[config.mk]
export PLATFORM = sky130hd
export DESIGN_NAME = ttcp_back
export DESIGN_NICKNAME = d
export VERILOG_FILES = /design/src/rtl/ttcp_pkg.sv /design/src/rtl/ttcp_back.sv
export SDC_FILE = /design/constraint.sdc
export NUM_CORES = 1
export LEC_CHECK = 0
export BUFFER_PORTS_ARGS = -buffer_cell sky130_fd_sc_hd__buf_4
export CAP_MARGIN = 15
export CORE_UTILIZATION = 40
export DETAILED_ROUTE_END_ITERATION = 10
export GPL_TIMING_DRIVEN = 0
export HOLD_SLACK_MARGIN = 0.06
export PLACE_DENSITY_LB_ADDON = 0.12
export SKIP_CTS_REPAIR_TIMING = 1
export SLEW_MARGIN = 20
export SYNTH_ARGS = -nofsm -noshare
export SYNTH_HDL_FRONTEND = slang
export SYNTH_SLANG_ARGS = --single-unit
export TNS_END_PERCENT = 50
[constraint.sdc]
create_clock -name aclk -period 4.82 [get_ports aclk]
set_input_delay 0.241 -clock aclk [delete_from_list [all_inputs] [get_ports aclk]]
set_output_delay 0.241 -clock aclk [all_outputs]
set_load 0.01 [all_outputs]
[src/rtl/ttcp_pkg.sv]
// Shared types, constants and defaults for the time tag coincidence packer.
package ttcp_pkg;

    // Fixed field widths of the stream and configuration ports.
    localparam int TS_W        = 63;
    localparam int CH_W        = 6;
    localparam int MASK_W      = 8;
    localparam int TBL_W       = 48;
    localparam int CIU_W       = 4;
    localparam int TIME_W_MAX  = 49;
    localparam int IN_W        = ((TS_W + CH_W + 7) / 8) * 8;
    localparam int CFG_ADDR_W  = 1;

    // Parameter defaults for the top level.
    localparam int NUM_SLOTS_DEF       = 8;
    localparam int CHANNEL_ID_BITS_DEF = 6;
    localparam int TIME_BITS_DEF       = 49;

    // Division by 125 as a multiplication by floor(2^70 / 125) and a
    // one-step correction on the remainder.
    localparam logic [15:0] TIME_DIV  = 16'd125;
    localparam logic [63:0] RECIP_M   = 64'd9444732965739290427;
    localparam logic [31:0] RECIP_LO  = RECIP_M[31:0];
    localparam logic [31:0] RECIP_HI  = RECIP_M[63:32];
    localparam int          QUO_W     = 56;

    // Configuration register indexes.
    localparam logic [CFG_ADDR_W-1:0] CFG_CHANNEL_TABLE   = 1'b0;
    localparam logic [CFG_ADDR_W-1:0] CFG_CHANNELS_IN_USE = 1'b1;

    // Configuration reset values.
    localparam logic [TBL_W-1:0] CHANNEL_TABLE_RST   = 48'd31204079050816;
    localparam logic [CIU_W-1:0] CHANNELS_IN_USE_RST = 4'd8;

    // Marker codes of an output word.
    localparam logic MARKER_NONE     = 1'b0;
    localparam logic MARKER_OVERFLOW = 1'b1;

    // Queue between the front and the back.
    localparam int FIFO_DEPTH = 4;
    localparam int FIFO_PTR_W = 2;
    localparam int FIFO_CNT_W = 3;

    // One classified tag as it travels from the front to the back.
    typedef struct packed {
        logic [TIME_W_MAX-1:0] tag_time;
        logic [MASK_W-1:0]     mask;
        logic                  ovf;
    } ttcp_item_t;

    // Which word of an overflow tag the back is about to send.
    typedef enum logic {
        PH_FIRST,
        PH_SECOND
    } ttcp_phase_t;

endpackage

[src/rtl/ttcp_back.sv]
// Back end: pending coincidence word, flush and overflow marker sequencing.
module ttcp_back
    import ttcp_pkg::*;
#(
    parameter int TIME_BITS = TIME_BITS_DEF,
    parameter int OUT_W     = ((TIME_BITS + 1 + MASK_W + 7) / 8) * 8
) (
    input  logic             aclk,
    input  logic             aresetn,
    input  logic             head_valid,
    input  ttcp_item_t       head_item,
    output logic             head_pop,
    output logic             m_tvalid,
    input  logic             m_tready,
    output logic [OUT_W-1:0] m_tdata,
    output logic             m_tlast
);

    ttcp_phase_t           phase_reg, phase_next;
    logic [TIME_W_MAX-1:0] pend_time_reg, pend_time_next;
    logic [MASK_W-1:0]     pend_mask_reg, pend_mask_next;

    logic                  out_valid_reg;
    logic [TIME_BITS-1:0]  out_time_reg;
    logic                  out_marker_reg;
    logic [MASK_W-1:0]     out_mask_reg;
    logic                  out_last_reg;

    logic pend_any, hit, time_diff, flush_now, emit_any, two_words;
    logic out_free, sel_marker, is_last, load_out;

    assign pend_any   = (pend_mask_reg != '0);
    assign hit        = (head_item.mask != '0);
    assign time_diff  = (head_item.tag_time != pend_time_reg);
    assign flush_now  = head_item.ovf ? pend_any : (hit && pend_any && time_diff);
    assign emit_any   = head_item.ovf || flush_now;
    assign two_words  = head_item.ovf && pend_any;
    assign out_free   = !out_valid_reg || m_tready;
    assign sel_marker = head_item.ovf && ((phase_reg == PH_SECOND) || !pend_any);
    assign is_last    = !(two_words && (phase_reg == PH_FIRST));
    assign load_out   = head_valid && emit_any && out_free;
    assign head_pop   = head_valid && (!emit_any || (out_free && is_last));

    always_comb begin
        phase_next     = phase_reg;
        pend_time_next = pend_time_reg;
        pend_mask_next = pend_mask_reg;
        if (load_out && !is_last) begin
            phase_next = PH_SECOND;
        end else if (head_pop) begin
            phase_next = PH_FIRST;
        end
        if (head_pop) begin
            if (hit) begin
                if (head_item.ovf || !pend_any || time_diff) begin
                    pend_time_next = head_item.tag_time;
                    pend_mask_next = head_item.mask;
                end else begin
                    pend_mask_next = pend_mask_reg | head_item.mask;
                end
            end else if (head_item.ovf) begin
                pend_time_next = '0;
                pend_mask_next = '0;
            end
        end
    end

    always_ff @(posedge aclk) begin
        if (!aresetn) begin
            phase_reg     <= PH_FIRST;
            pend_time_reg <= '0;
            pend_mask_reg <= '0;
            out_valid_reg <= 1'b0;
        end else begin
            phase_reg     <= phase_next;
            pend_time_reg <= pend_time_next;
            pend_mask_reg <= pend_mask_next;
            if (load_out) begin
                out_valid_reg <= 1'b1;
            end else if (m_tready) begin
                out_valid_reg <= 1'b0;
            end
        end
    end

    always_ff @(posedge aclk) begin
        if (load_out) begin
            out_last_reg <= is_last;
            if (sel_marker) begin
                out_time_reg   <= head_item.tag_time[TIME_BITS-1:0];
                out_marker_reg <= MARKER_OVERFLOW;
                out_mask_reg   <= '0;
            end else begin
                out_time_reg   <= pend_time_reg[TIME_BITS-1:0];
                out_marker_reg <= MARKER_NONE;
                out_mask_reg   <= pend_mask_reg;
            end
        end
    end

    assign m_tvalid = out_valid_reg;
    assign m_tdata  = OUT_W'({out_mask_reg, out_marker_reg, out_time_reg});
    assign m_tlast  = out_last_reg;

endmodule

==> qor.txt <==
critical path capture point type - flip-flop
Clock H-tree levels - 4
Placed Area - 6730 µm²
post-synthesis mux area share - 19.0%
Mapped Avg Cell Area - 11.5 µm²
Routability Congestion - 0.776
CTS buffer count - 17
Clock transition at path regs - 0.06 ns
share of cells above drive strength 1 - 33.9%
DR iter-0 viols - 165
Final Hold Viols - 0
initial antenna violation count - 0
CP dominant cell by count - buf_16
period utilisation layout - 58.1%
Ys Warns - 0
slowest stage delay, CP - 0.52 ns
Die Span Y - 120 µm
CP cell instances - xor2_1, nor4_1, nand4_1, nor4_4, or3b_2, nor2_4, buf_16, buf_16
Cell Pwr Density - 431 nW/µm²
post-synthesis sequential area ratio - 53.5%
Slew @ Worst Pin - 0.642 ns
Critical Path Fanout Max - 22
Slew Limit Fails - 0
Hold Path Class - in -> reg
Top delay family on crit path - simple AND/OR/NAND/NOR gates
largest net degree at the start of global routing - 23
Final min period - 2.80 ns
initial core utilization - 41.4%
largest family of logic cells by synthesized area - multiplexers
Crit path required time - 4.94 ns
Worst Hold Slack - 0.109 ns
Total GRT Usage - 19.5%
Syn Inst Count - 481
slowest CP cell - nor2_4
global route total overflow - 0
DP Wirelength - 9.90 mm
final WL - 13.6 mm
Clock Sinks - 118
Synth Area in XOR/XNOR - 7.61%
count of cell types in the netlist - 31
Placed Cells - 785
CTS max path bufs - 2
CP Class - reg -> reg
Max-cap violations - 0
startpoint types - flip-flop
Buf/Inv on CP - 2
Synth Area in Adders - 0%
unrepaired setup endpoints after global routing - false
# IOs - 129
Rows - 42
die area - 14300 µm²
endpoints failing setup - 0
number of remaining DRC errors - 0
vias in the first global route - 3997
Final Cell Area - 7320 µm²
port bufs - 121
Routed Antenna Nets - 0
Die W - 120 µm
n_diodes - 0
Yosys top cell by area - edfxtp_1
f_max - 357 MHz
WL per Instance - 16.6 µm
Synth Area in Simple Gates - 13.4%
vias per inst - 5.07
Clock Skews - 0.0124 ns
worst vdd rail ir drop - 233 µV
Critical Path AT - 2.91 ns
Slew HR - 57.1%
Root Driver - clkbuf_16
first-pass GRT wire length - 21.0 mm
post-synthesis register bit count - 118
overall power - 3150 µW
final cell count without fillers - 817
final setup TNS - 0 ns
CTS tree - built
Pleak - 0.00315 µW
area grow syn2layout - 32.6%
nets - 690
CORE AREA - 13300 µm²
Pre-antenna DRT Iters - 5
Synth Area in Compound Gates - 2.08%
DR vias - 4139
Skew-Pair Late Insertion Delay - 0.42 ns
post-synth top area share - 32.1%
status - finished clean
Synth area leaders - edfxtp_1, dfxtp_1, mux2_2
cell area after synthesis - 5520 µm²
-- worst reg2reg max path, stage by stage (launching register included) --
cell	delay, ns
dfxtp_1	0.37
xor2_1	0.29
nor4_1	0.12
nand4_1	0.19
nor4_4	0.09
or3b_2	0.50
nor2_4	0.52
buf_16	0.25
buf_16	0.18
-- report_power, final --
part | switching [µW] | internal, µW | leakage, µW | total, µW
sequential | 60.6 | 1210 | 0.00107 | 1270
clock | 439 | 812 | 0.000282 | 1250
combinational | 314 | 319 | 0.00180 | 633
total | 814 | 2340 | 0.00315 | 3150
-- cell usage in the layout (no fill, tap or decap), types with 4 or more instances in the layout --
cell type	n
clkbuf_1	24
clkbuf_16	17
edfxtp_1	59
clkbuf_8	4
buf_4	128
nor4_1	16
nand3_1	53
dfxtp_1	59
mux2i_1	50
o22ai_1	7
nand2_1	61
and2_1	9
buf_6	5
mux2_2	49
conb_1	6
xor2_1	45
nand4_1	4
inv_1	10
-- per-stage QoR --
stage	util, %	setup WS, ns
6_report	54.9	2.02
5_1_grt	54.9	1.85
4_1_cts	54.9	2.00
3_5_place_dp	50.4	2.00
3_3_place_gp	50.0	-0.747
2_1_floorplan	-	0.659
-- logic make-up (layout without fill, tap and decap cells) --
| kind of cell | count (synthesis) | after routing |
|---|---|---|
| simple gates | 151 | 151 |
| flops | 118 | 118 |
| mux | 99 | 99 |
| xor+xnor | 48 | 48 |
| buf+inv | 46 | 201 |
| compound gates | 18 | 18 |
| other cells | 1 | 6 |
-- path summary, 6_finish.rpt --
kind | start | endpoint | slack, ns | depth (start not counted)
max | pend_time_reg[11] | out_time_reg[1] | 2.02 | 8
min | head_item[24] | pend_time_reg[15] | 0.11 | 3
max reg2reg | pend_time_reg[11] | out_time_reg[1] | 2.02 | 8
min reg2reg | phase_reg | phase_reg | 0.47 | 2
-- cell usage after synthesis (all sizes together) --
master / instances
and2: 9
inv: 10
mux2: 49
nor2b: 3
mux2i: 50
nor3b: 1
edfxtp: 59
o21bai: 1
conb: 1
nor4: 17
a21oi: 3
clkbuf: 21
or3b: 1
o32ai: 1
xnor2: 3
nor2: 1
nand4: 4
o211ai: 1
nand2: 61
nand3: 53
o21a: 3
buf: 15
o21ai: 2
xor2: 45
dfxtp: 59
o22ai: 7
nand2b: 1
-- layout make-up --
class / instances / area (µm²)
flip-flops and latches: 118 / 2950
multi-input cells: 322 / 2360
clock buffers: 24 / 492
inverters: 10 / 37.5
well taps: 176 / 220
plain buffers: 36 / 200
repair buffers: 123 / 963
clock inverters: 8 / 97.6
fillers: 1189 / 6020
-- layer usage --
metal / global-route usage [%] / routed length (µm)
met1: 24.7 / 6130
met2: 31.5 / 6500
met3: 4.85 / 676
met4: 8.13 / 287
met5: 0 / 0
Note: power is estimated with default switching activity, not from simulation.
