File: config.mk
export PLATFORM = sky130hd
export DESIGN_NAME = ttcp_fifo
export DESIGN_NICKNAME = d
export VERILOG_FILES = /design/src/rtl/ttcp_pkg.sv /design/src/rtl/ttcp_fifo.sv
export SDC_FILE = /design/constraint.sdc
export NUM_CORES = 1
export LEC_CHECK = 0
export BUFFER_PORTS_ARGS = -buffer_cell sky130_fd_sc_hd__buf_2
export CORE_UTILIZATION = 61
export DETAILED_ROUTE_END_ITERATION = 8
export PLACE_DENSITY = 0.88
export REMOVE_ABC_BUFFERS = 1
export SETUP_SLACK_MARGIN = 0.2
export SYNTH_ARGS = -nofsm -noshare
export SYNTH_HDL_FRONTEND = slang
export SYNTH_SLANG_ARGS = --single-unit
File: constraint.sdc
create_clock -name aclk -period 3.95 [get_ports aclk]
set_input_delay 0.395 -clock aclk [delete_from_list [all_inputs] [get_ports aclk]]
set_output_delay 0.395 -clock aclk [all_outputs]
set_load 0.05 [all_outputs]
File: src/rtl/ttcp_pkg.sv
// Shared types, constants and defaults for the time tag coincidence packer.
package ttcp_pkg;

    // Fixed field widths of the stream and configuration ports.
    localparam int TS_W        = 63;
    localparam int CH_W        = 6;
    localparam int MASK_W      = 8;
    localparam int TBL_W       = 48;
    localparam int CIU_W       = 4;
    localparam int TIME_W_MAX  = 49;
    localparam int IN_W        = ((TS_W + CH_W + 7) / 8) * 8;
    localparam int CFG_ADDR_W  = 1;

    // Parameter defaults for the top level.
    localparam int NUM_SLOTS_DEF       = 8;
    localparam int CHANNEL_ID_BITS_DEF = 6;
    localparam int TIME_BITS_DEF       = 49;

    // Division by 125 as a multiplication by floor(2^70 / 125) and a
    // one-step correction on the remainder.
    localparam logic [15:0] TIME_DIV  = 16'd125;
    localparam logic [63:0] RECIP_M   = 64'd9444732965739290427;
    localparam logic [31:0] RECIP_LO  = RECIP_M[31:0];
    localparam logic [31:0] RECIP_HI  = RECIP_M[63:32];
    localparam int          QUO_W     = 56;

    // Configuration register indexes.
    localparam logic [CFG_ADDR_W-1:0] CFG_CHANNEL_TABLE   = 1'b0;
    localparam logic [CFG_ADDR_W-1:0] CFG_CHANNELS_IN_USE = 1'b1;

    // Configuration reset values.
    localparam logic [TBL_W-1:0] CHANNEL_TABLE_RST   = 48'd31204079050816;
    localparam logic [CIU_W-1:0] CHANNELS_IN_USE_RST = 4'd8;

    // Marker codes of an output word.
    localparam logic MARKER_NONE     = 1'b0;
    localparam logic MARKER_OVERFLOW = 1'b1;

    // Queue between the front and the back.
    localparam int FIFO_DEPTH = 4;
    localparam int FIFO_PTR_W = 2;
    localparam int FIFO_CNT_W = 3;

    // One classified tag as it travels from the front to the back.
    typedef struct packed {
        logic [TIME_W_MAX-1:0] tag_time;
        logic [MASK_W-1:0]     mask;
        logic                  ovf;
    } ttcp_item_t;

    // Which word of an overflow tag the back is about to send.
    typedef enum logic {
        PH_FIRST,
        PH_SECOND
    } ttcp_phase_t;

endpackage

File: src/rtl/ttcp_fifo.sv
// Short queue of classified tags between the front and the back.
module ttcp_fifo
    import ttcp_pkg::*;
(
    input  logic       aclk,
    input  logic       aresetn,
    input  logic       wr_valid,
    output logic       wr_ready,
    input  ttcp_item_t wr_item,
    output logic       rd_valid,
    input  logic       rd_pop,
    output ttcp_item_t rd_item
);

    ttcp_item_t              mem_reg [FIFO_DEPTH];
    logic [FIFO_PTR_W-1:0]   wr_ptr_reg, rd_ptr_reg;
    logic [FIFO_CNT_W-1:0]   count_reg, count_next;
    logic                    do_wr, do_rd;

    assign wr_ready = (count_reg != FIFO_CNT_W'(FIFO_DEPTH));
    assign rd_valid = (count_reg != '0);
    assign do_wr    = wr_valid && wr_ready;
    assign do_rd    = rd_pop && rd_valid;

    always_comb begin
        count_next = count_reg;
        if (do_wr && !do_rd) begin
            count_next = count_reg + 1'b1;
        end else if (do_rd && !do_wr) begin
            count_next = count_reg - 1'b1;
        end
    end

    always_ff @(posedge aclk) begin
        if (!aresetn) begin
            wr_ptr_reg <= '0;
            rd_ptr_reg <= '0;
            count_reg  <= '0;
        end else begin
            if (do_wr) begin
                wr_ptr_reg <= wr_ptr_reg + 1'b1;
            end
            if (do_rd) begin
                rd_ptr_reg <= rd_ptr_reg + 1'b1;
            end
            count_reg <= count_next;
        end
    end

    always_ff @(posedge aclk) begin
        if (do_wr) begin
            mem_reg[wr_ptr_reg] <= wr_item;
        end
    end

    assign rd_item = mem_reg[rd_ptr_reg];

endmodule

==> results of run 1 <==
## synthesized netlist by cell type
library cell | number | area, um^2
clkbuf_1 | 1 | 3.750
or3_1 | 2 | 12.51
buf_2 | 3 | 15.01
o31ai_1 | 1 | 7.510
mux4_2 | 58 | 1306
xor2_1 | 1 | 8.760
a21boi_0 | 1 | 7.510
nor2b_1 | 1 | 6.260
and2_1 | 8 | 50.05
mux2i_1 | 3 | 30.03
dfxtp_1 | 9 | 180.2
buf_6 | 1 | 11.26
nor2_1 | 1 | 3.750
o21ai_0 | 1 | 5.000
buf_12 | 3 | 60.06
edfxtp_1 | 232 | 6967
nand2_1 | 5 | 18.77
fa_1 | 1 | 20.02
a21boi_2 | 1 | 11.26
buf_1 | 3 | 11.26
inv_1 | 3 | 11.26
ha_1 | 5 | 62.56
xnor2_1 | 3 | 26.28
o311ai_0 | 1 | 8.760
buf_4 | 3 | 22.52
## where the power goes
group	internal, mW	switching [mW]	leakage [nW]
combinational	0.737	1.56	0.939
sequential	3.11	0.200	2.20
clock	1.26	0.866	0.363
total	5.11	2.63	3.50
## metrics by stage
step	utilization	hold slack, ns	instances	cell area (um^2)	worst slack (ns)
4_1_cts	0.7371	0.09787	683	10350	0.9680
2_1_floorplan	-	0.4677	337	8743	0.2539
6_report	0.7373	0.1134	684	10350	1.061
5_1_grt	0.7371	0.1026	683	10350	0.8632
3_3_place_gp	0.6850	0.4758	642	9619	1.503
3_5_place_dp	0.6850	0.5232	642	9619	1.484
## critical path, delay by kind of cell (launching register included)
family	cells	cell delay (ns)
muxes	1	0.54
DFF	1	0.84
buffers and inverters	2	0.61
## routing by layer
layer | GRT usage | up-vias
li1 | - | 1763
met1 | 0.2786 | 2064
met2 | 0.3508 | 142
met3 | 0.05019 | 18
met4 | 0.05107 | 0
met5 | 0 | -
## worst paths after layout
kind	startpoint	slack, ns	cells past startpoint	endpoint
max	flip-flop	1.06	3	rd_item[24]
min	wr_item[21]	0.11	1	mem_reg[3][21]
max reg2reg	count_reg[0]	1.47	8	count_reg[2]
min reg2reg	wr_ptr_reg[0]	0.53	2	wr_ptr_reg[0]
## cell families after synthesis
logic type | count (synthesis) | synth area share
simple gates | 17 | 0.01030
fa+ha+maj | 6 | 0.009313
xor+xnor | 4 | 0.003952
flops | 241 | 0.8060
mux | 61 | 0.1507
compound gates | 5 | 0.004515
buf+inv | 17 | 0.01524
## area by class of cell
| cell class | instances | share of cell area |
|---|---|---|
| Clock inverter | 9 | 0.008943 |
| Tap cell | 180 | 0.02175 |
| Clock buffer | 32 | 0.06175 |
| Inverter | 3 | 0.001088 |
| Multi-Input combinational cell | 93 | 0.1541 |
| Sequential cell | 241 | 0.6908 |
| Timing Repair Buffer | 125 | 0.06139 |
| Antenna cell | 1 | 0.0002417 |
==> reports/metrics.yaml, run 1 <==
routing:
  via_per_inst: 5.829
  top_layer: "met4"
  vias: 3987
  drt-total-wl_um: 14970
  met3WireLength_um: 1159
  initialDrtViolationCount: 326
  postRouteAntennaNets: 0
  wl_met1_um: 6006
  drc_errors: 0
  wire_per_inst_um: 21.89
  drtPass1Iterations: 7
  wl_met2_um: 7608
run:
  drv_cap: 0
clock_network:
  cts_resized: 0
  clk_pin_slew_ns: 0.06
  htreeDepth: 1
  root_buffer: "clkbuf_16"
  numCtsBuffers: 23
  ctsHoldBuffers: 0
  cts_setup_buffers: 0
  cts.path.max_buffers: 3
  cts_tree: "yes"
  clk_latency_ns: 0.49
  cts.sinks: 241
worst_hold_path:
  hold_path.class: "input pin to flip-flop"
placed_design:
  io_buffers: 121
  routabilityCongestion: 0.7039
  hpwl_um: 8799
timing:
  fmax_ghz: 0.3462
  post-route-period-util: 0.7314
  rsz0062_at_grt: "false"
  finalMaxSlewViolations: 0
  final-setup-viol-count: 0
  fin_tns_setup_ns: 0
  final.setup_skew_ns: 0.01012
  worst_slew_pin_slew_ns: 0.8747
  final_hold_viol_count: 0
  finalCriticalPeriod_ns: 2.889
  slew_headroom: 0.4169
critical_path:
  cp_slowest_cell: "dfxtp_4"
  cp-start-kind: "flip-flop"
  setup.worst_path.end_class: "output port"
  cp_cell_sequence: "buf_4, mux4_2, buf_2"
  critPathMaxFanout: 37
  worstPathRequired_ns: 3.56
  cp_slowest_stage_delay_ns: 0.84
  path_class: "flip-flop to output port"
  worst_ep_arrival_time_ns: 2.49
floorplanning:
  io_pins: 122
  start_util: 0.6315
  die-area_mm2: 0.01502
  die_y_um: 122.6
  rows: 43
  core-area_mm2: 0.01404
  fp.dieW_um: 122.6
synth:
  ys_ff_latch: 241
  post_synth_num_cell_types: 25
  avgSynthCellArea_um2: 25.26
  synth_cells: 351
  netlist_area_mm2: 0.008867
  seq_area_frac_synth: 0.8060
  yosys_warnings: 0
grt:
  grt_pass1_vias: 4271
  antenna_found_initial: 1
  grt_overflow: 0
  grt_max_degree: 59
  grt_usage: 0.2088
  grt_pass1_wl_um: 23080
power_and_ir_drop:
  ir_worst_vdd_uv: 517.5
  power.leakage_nw: 3.504
  cellPowerDensity_mw_per_mm2: 746.9
  power_mw: 7.733
layout:
  seq_area_mm2: 0.007152
  layout_common_cells: "232 x edfxtp_1, 121 x buf_2, 58 x mux4_2"
  final_common_cell: "edfxtp_1"
  final_nets: 555
  drive_gt1_frac: 0.4433
  multi_input_area_mm2: 0.001595
  areaGrowthSynthToFinish_pct: 16.76
  fillers: 803
  largest_register_ffs: 232
status:
  run_status: "finished clean"
(Power assumes the default switching activity.)
==> run 2: changes to the inputs <==
CORE_UTILIZATION = 57   (was 61)
PLACE_DENSITY = 0.83   (was 0.88)
clock period = 3 ns   (was 3.95 ns; I/O delays follow)
==> reports/metrics.yaml, run 2 (synthesis results as in run 1) <==
status:
  run_status: "finished clean"
layout:
  areaGrowthSynthToFinish_pct: 19.75
  layout_common_cells: "232 x edfxtp_1, 121 x buf_2, 58 x mux4_2"
  final_nets: 570
  final_common_cell: "edfxtp_1"
  fillers: 918
  drive_gt1_frac: 0.4528
  largest_register_ffs: 232
  num_antenna_cells: 0
critical_path:
  crit-reg2reg-launch: "count_reg[0]"
  cp-start-kind: "flip-flop"
  critPathMaxFanout: 23
  worst-r2r-cell-count: 8
  worstPathRequired_ns: 2.70
  setup.worst_path.end_class: "output port"
  r2r-end: "count_reg[2]"
  cp-endpoint: "rd_item[12]"
  worst_ep_arrival_time_ns: 2.17
  ff2ff_setup_slack_ns: 0.69
  path_class: "flip-flop to output port"
worst_hold_path:
  hold_path.class: "input pin to flip-flop"
  holdPathStages: 1
placed_design:
  io_buffers: 121
  routabilityCongestion: 0.7339
  hpwl_um: 8982
power_and_ir_drop:
  ir_worst_vdd_uv: 644.2
  cellPowerDensity_mw_per_mm2: 979.8
  power.leakage_nw: 3.615
timing:
  fmax_ghz: 0.4040
  hold_slack_ns: 0.01824
  final-setup-viol-count: 0
  finalCriticalPeriod_ns: 2.475
  worst_slew_pin_slew_ns: 0.5742
  rsz0062_at_grt: "false"
  post-route-period-util: 0.8250
  final_hold_viol_count: 0
  slew_headroom: 0.6172
  finalMaxSlewViolations: 0
  fin_tns_setup_ns: 0
  final.setup_skew_ns: 0.01194
floorplanning:
  die_y_um: 126.7
  fp.dieW_um: 126.7
  io_pins: 122
  die-area_mm2: 0.01606
  rows: 45
  start_util: 0.5833
  core-area_mm2: 0.01520
clock_network:
  clk_latency_ns: 0.50
  clk_pin_slew_ns: 0.06
  cts.sinks: 241
  cts.path.max_buffers: 3
  cts_tree: "yes"
  cts_resized: 0
  numCtsBuffers: 23
  root_buffer: "clkbuf_16"
  cts_setup_buffers: 0
  htreeDepth: 1
routing:
  vias: 4003
  postRouteAntennaNets: 0
  drtPass1Iterations: 4
  drt-total-wl_um: 15050
  via_per_inst: 5.662
  drc_errors: 0
  wire_per_inst_um: 21.28
  initialDrtViolationCount: 263
grt:
  grt_pass1_vias: 4204
  grt_usage: 0.1955
  antenna_found_initial: 0
  grt_overflow: 0
  grt_pass1_wl_um: 23560
  grt_max_degree: 59
run:
  drv_cap: 0
run 2: what timing repair did:
action,CTS,global route
endpoints found under the hold margin,20,9
setup endpoints to repair,0,0
hold buffers,7,3
run 2: worst min path at each step:
stage,to,from,slack [ns]
3_3_place_gp,wr_ptr_reg[1],wr_ptr_reg[1],0.48
2_1_floorplan,mem_reg[0][0],wr_item[0],0.40
3_5_place_dp,wr_ptr_reg[0],wr_ptr_reg[0],0.50
6_report,mem_reg[0][12],wr_item[12],0.02
5_1_grt,mem_reg[0][30],wr_item[30],0.0004
4_1_cts,mem_reg[2][12],wr_item[12],0.0002
run 2: per-stage QoR:
step	util	power (mW)	cells	setup WS (ns)	area [um^2]
after floorplan	-	6.793	337	-0.6011	8743
after detailed placement	0.6408	7.571	655	0.7225	9742
after global placement	0.6408	7.508	655	0.8644	9742
after global routing	0.6985	10.79	707	0.3937	10620
final	0.6985	10.40	707	0.5250	10620
after CTS	0.6965	10.50	704	0.4790	10590
run 2: layer usage:
layer | global-route usage | share of wire | wire, um
met1 | 0.2717 | 0.43 | 6423
met2 | 0.3263 | 0.51 | 7623
met3 | 0.04218 | 0.053 | 794
met4 | 0.04062 | 0.013 | 203
met5 | 0 | 0 | 0
run 2: final cells by class:
| class | instances | area (um^2) | area share |
|---|---|---|---|
| clock buffer | 24 | 579.3 | 0.05455 |
| clock inverter | 18 | 197.7 | 0.01862 |
| inverter | 3 | 11.26 | 0.001060 |
| multi-input combinational | 93 | 1595 | 0.1502 |
| sequential | 241 | 7152 | 0.6735 |
| tap | 188 | 235.2 | 0.02215 |
| timing repair buffer | 140 | 848.3 | 0.07989 |
run 2: report_power, final:
part | internal (mW) | switching, mW
combinational | 1.04 | 2.17
sequential | 4.09 | 0.176
clock | 1.75 | 1.17
total | 6.89 | 3.52
run 2: critical path: stages, from the launching register on:
cell and delay, ns:
dfxtp_4 0.60, buf_12 0.27, mux4_2 0.54, buf_2 0.24
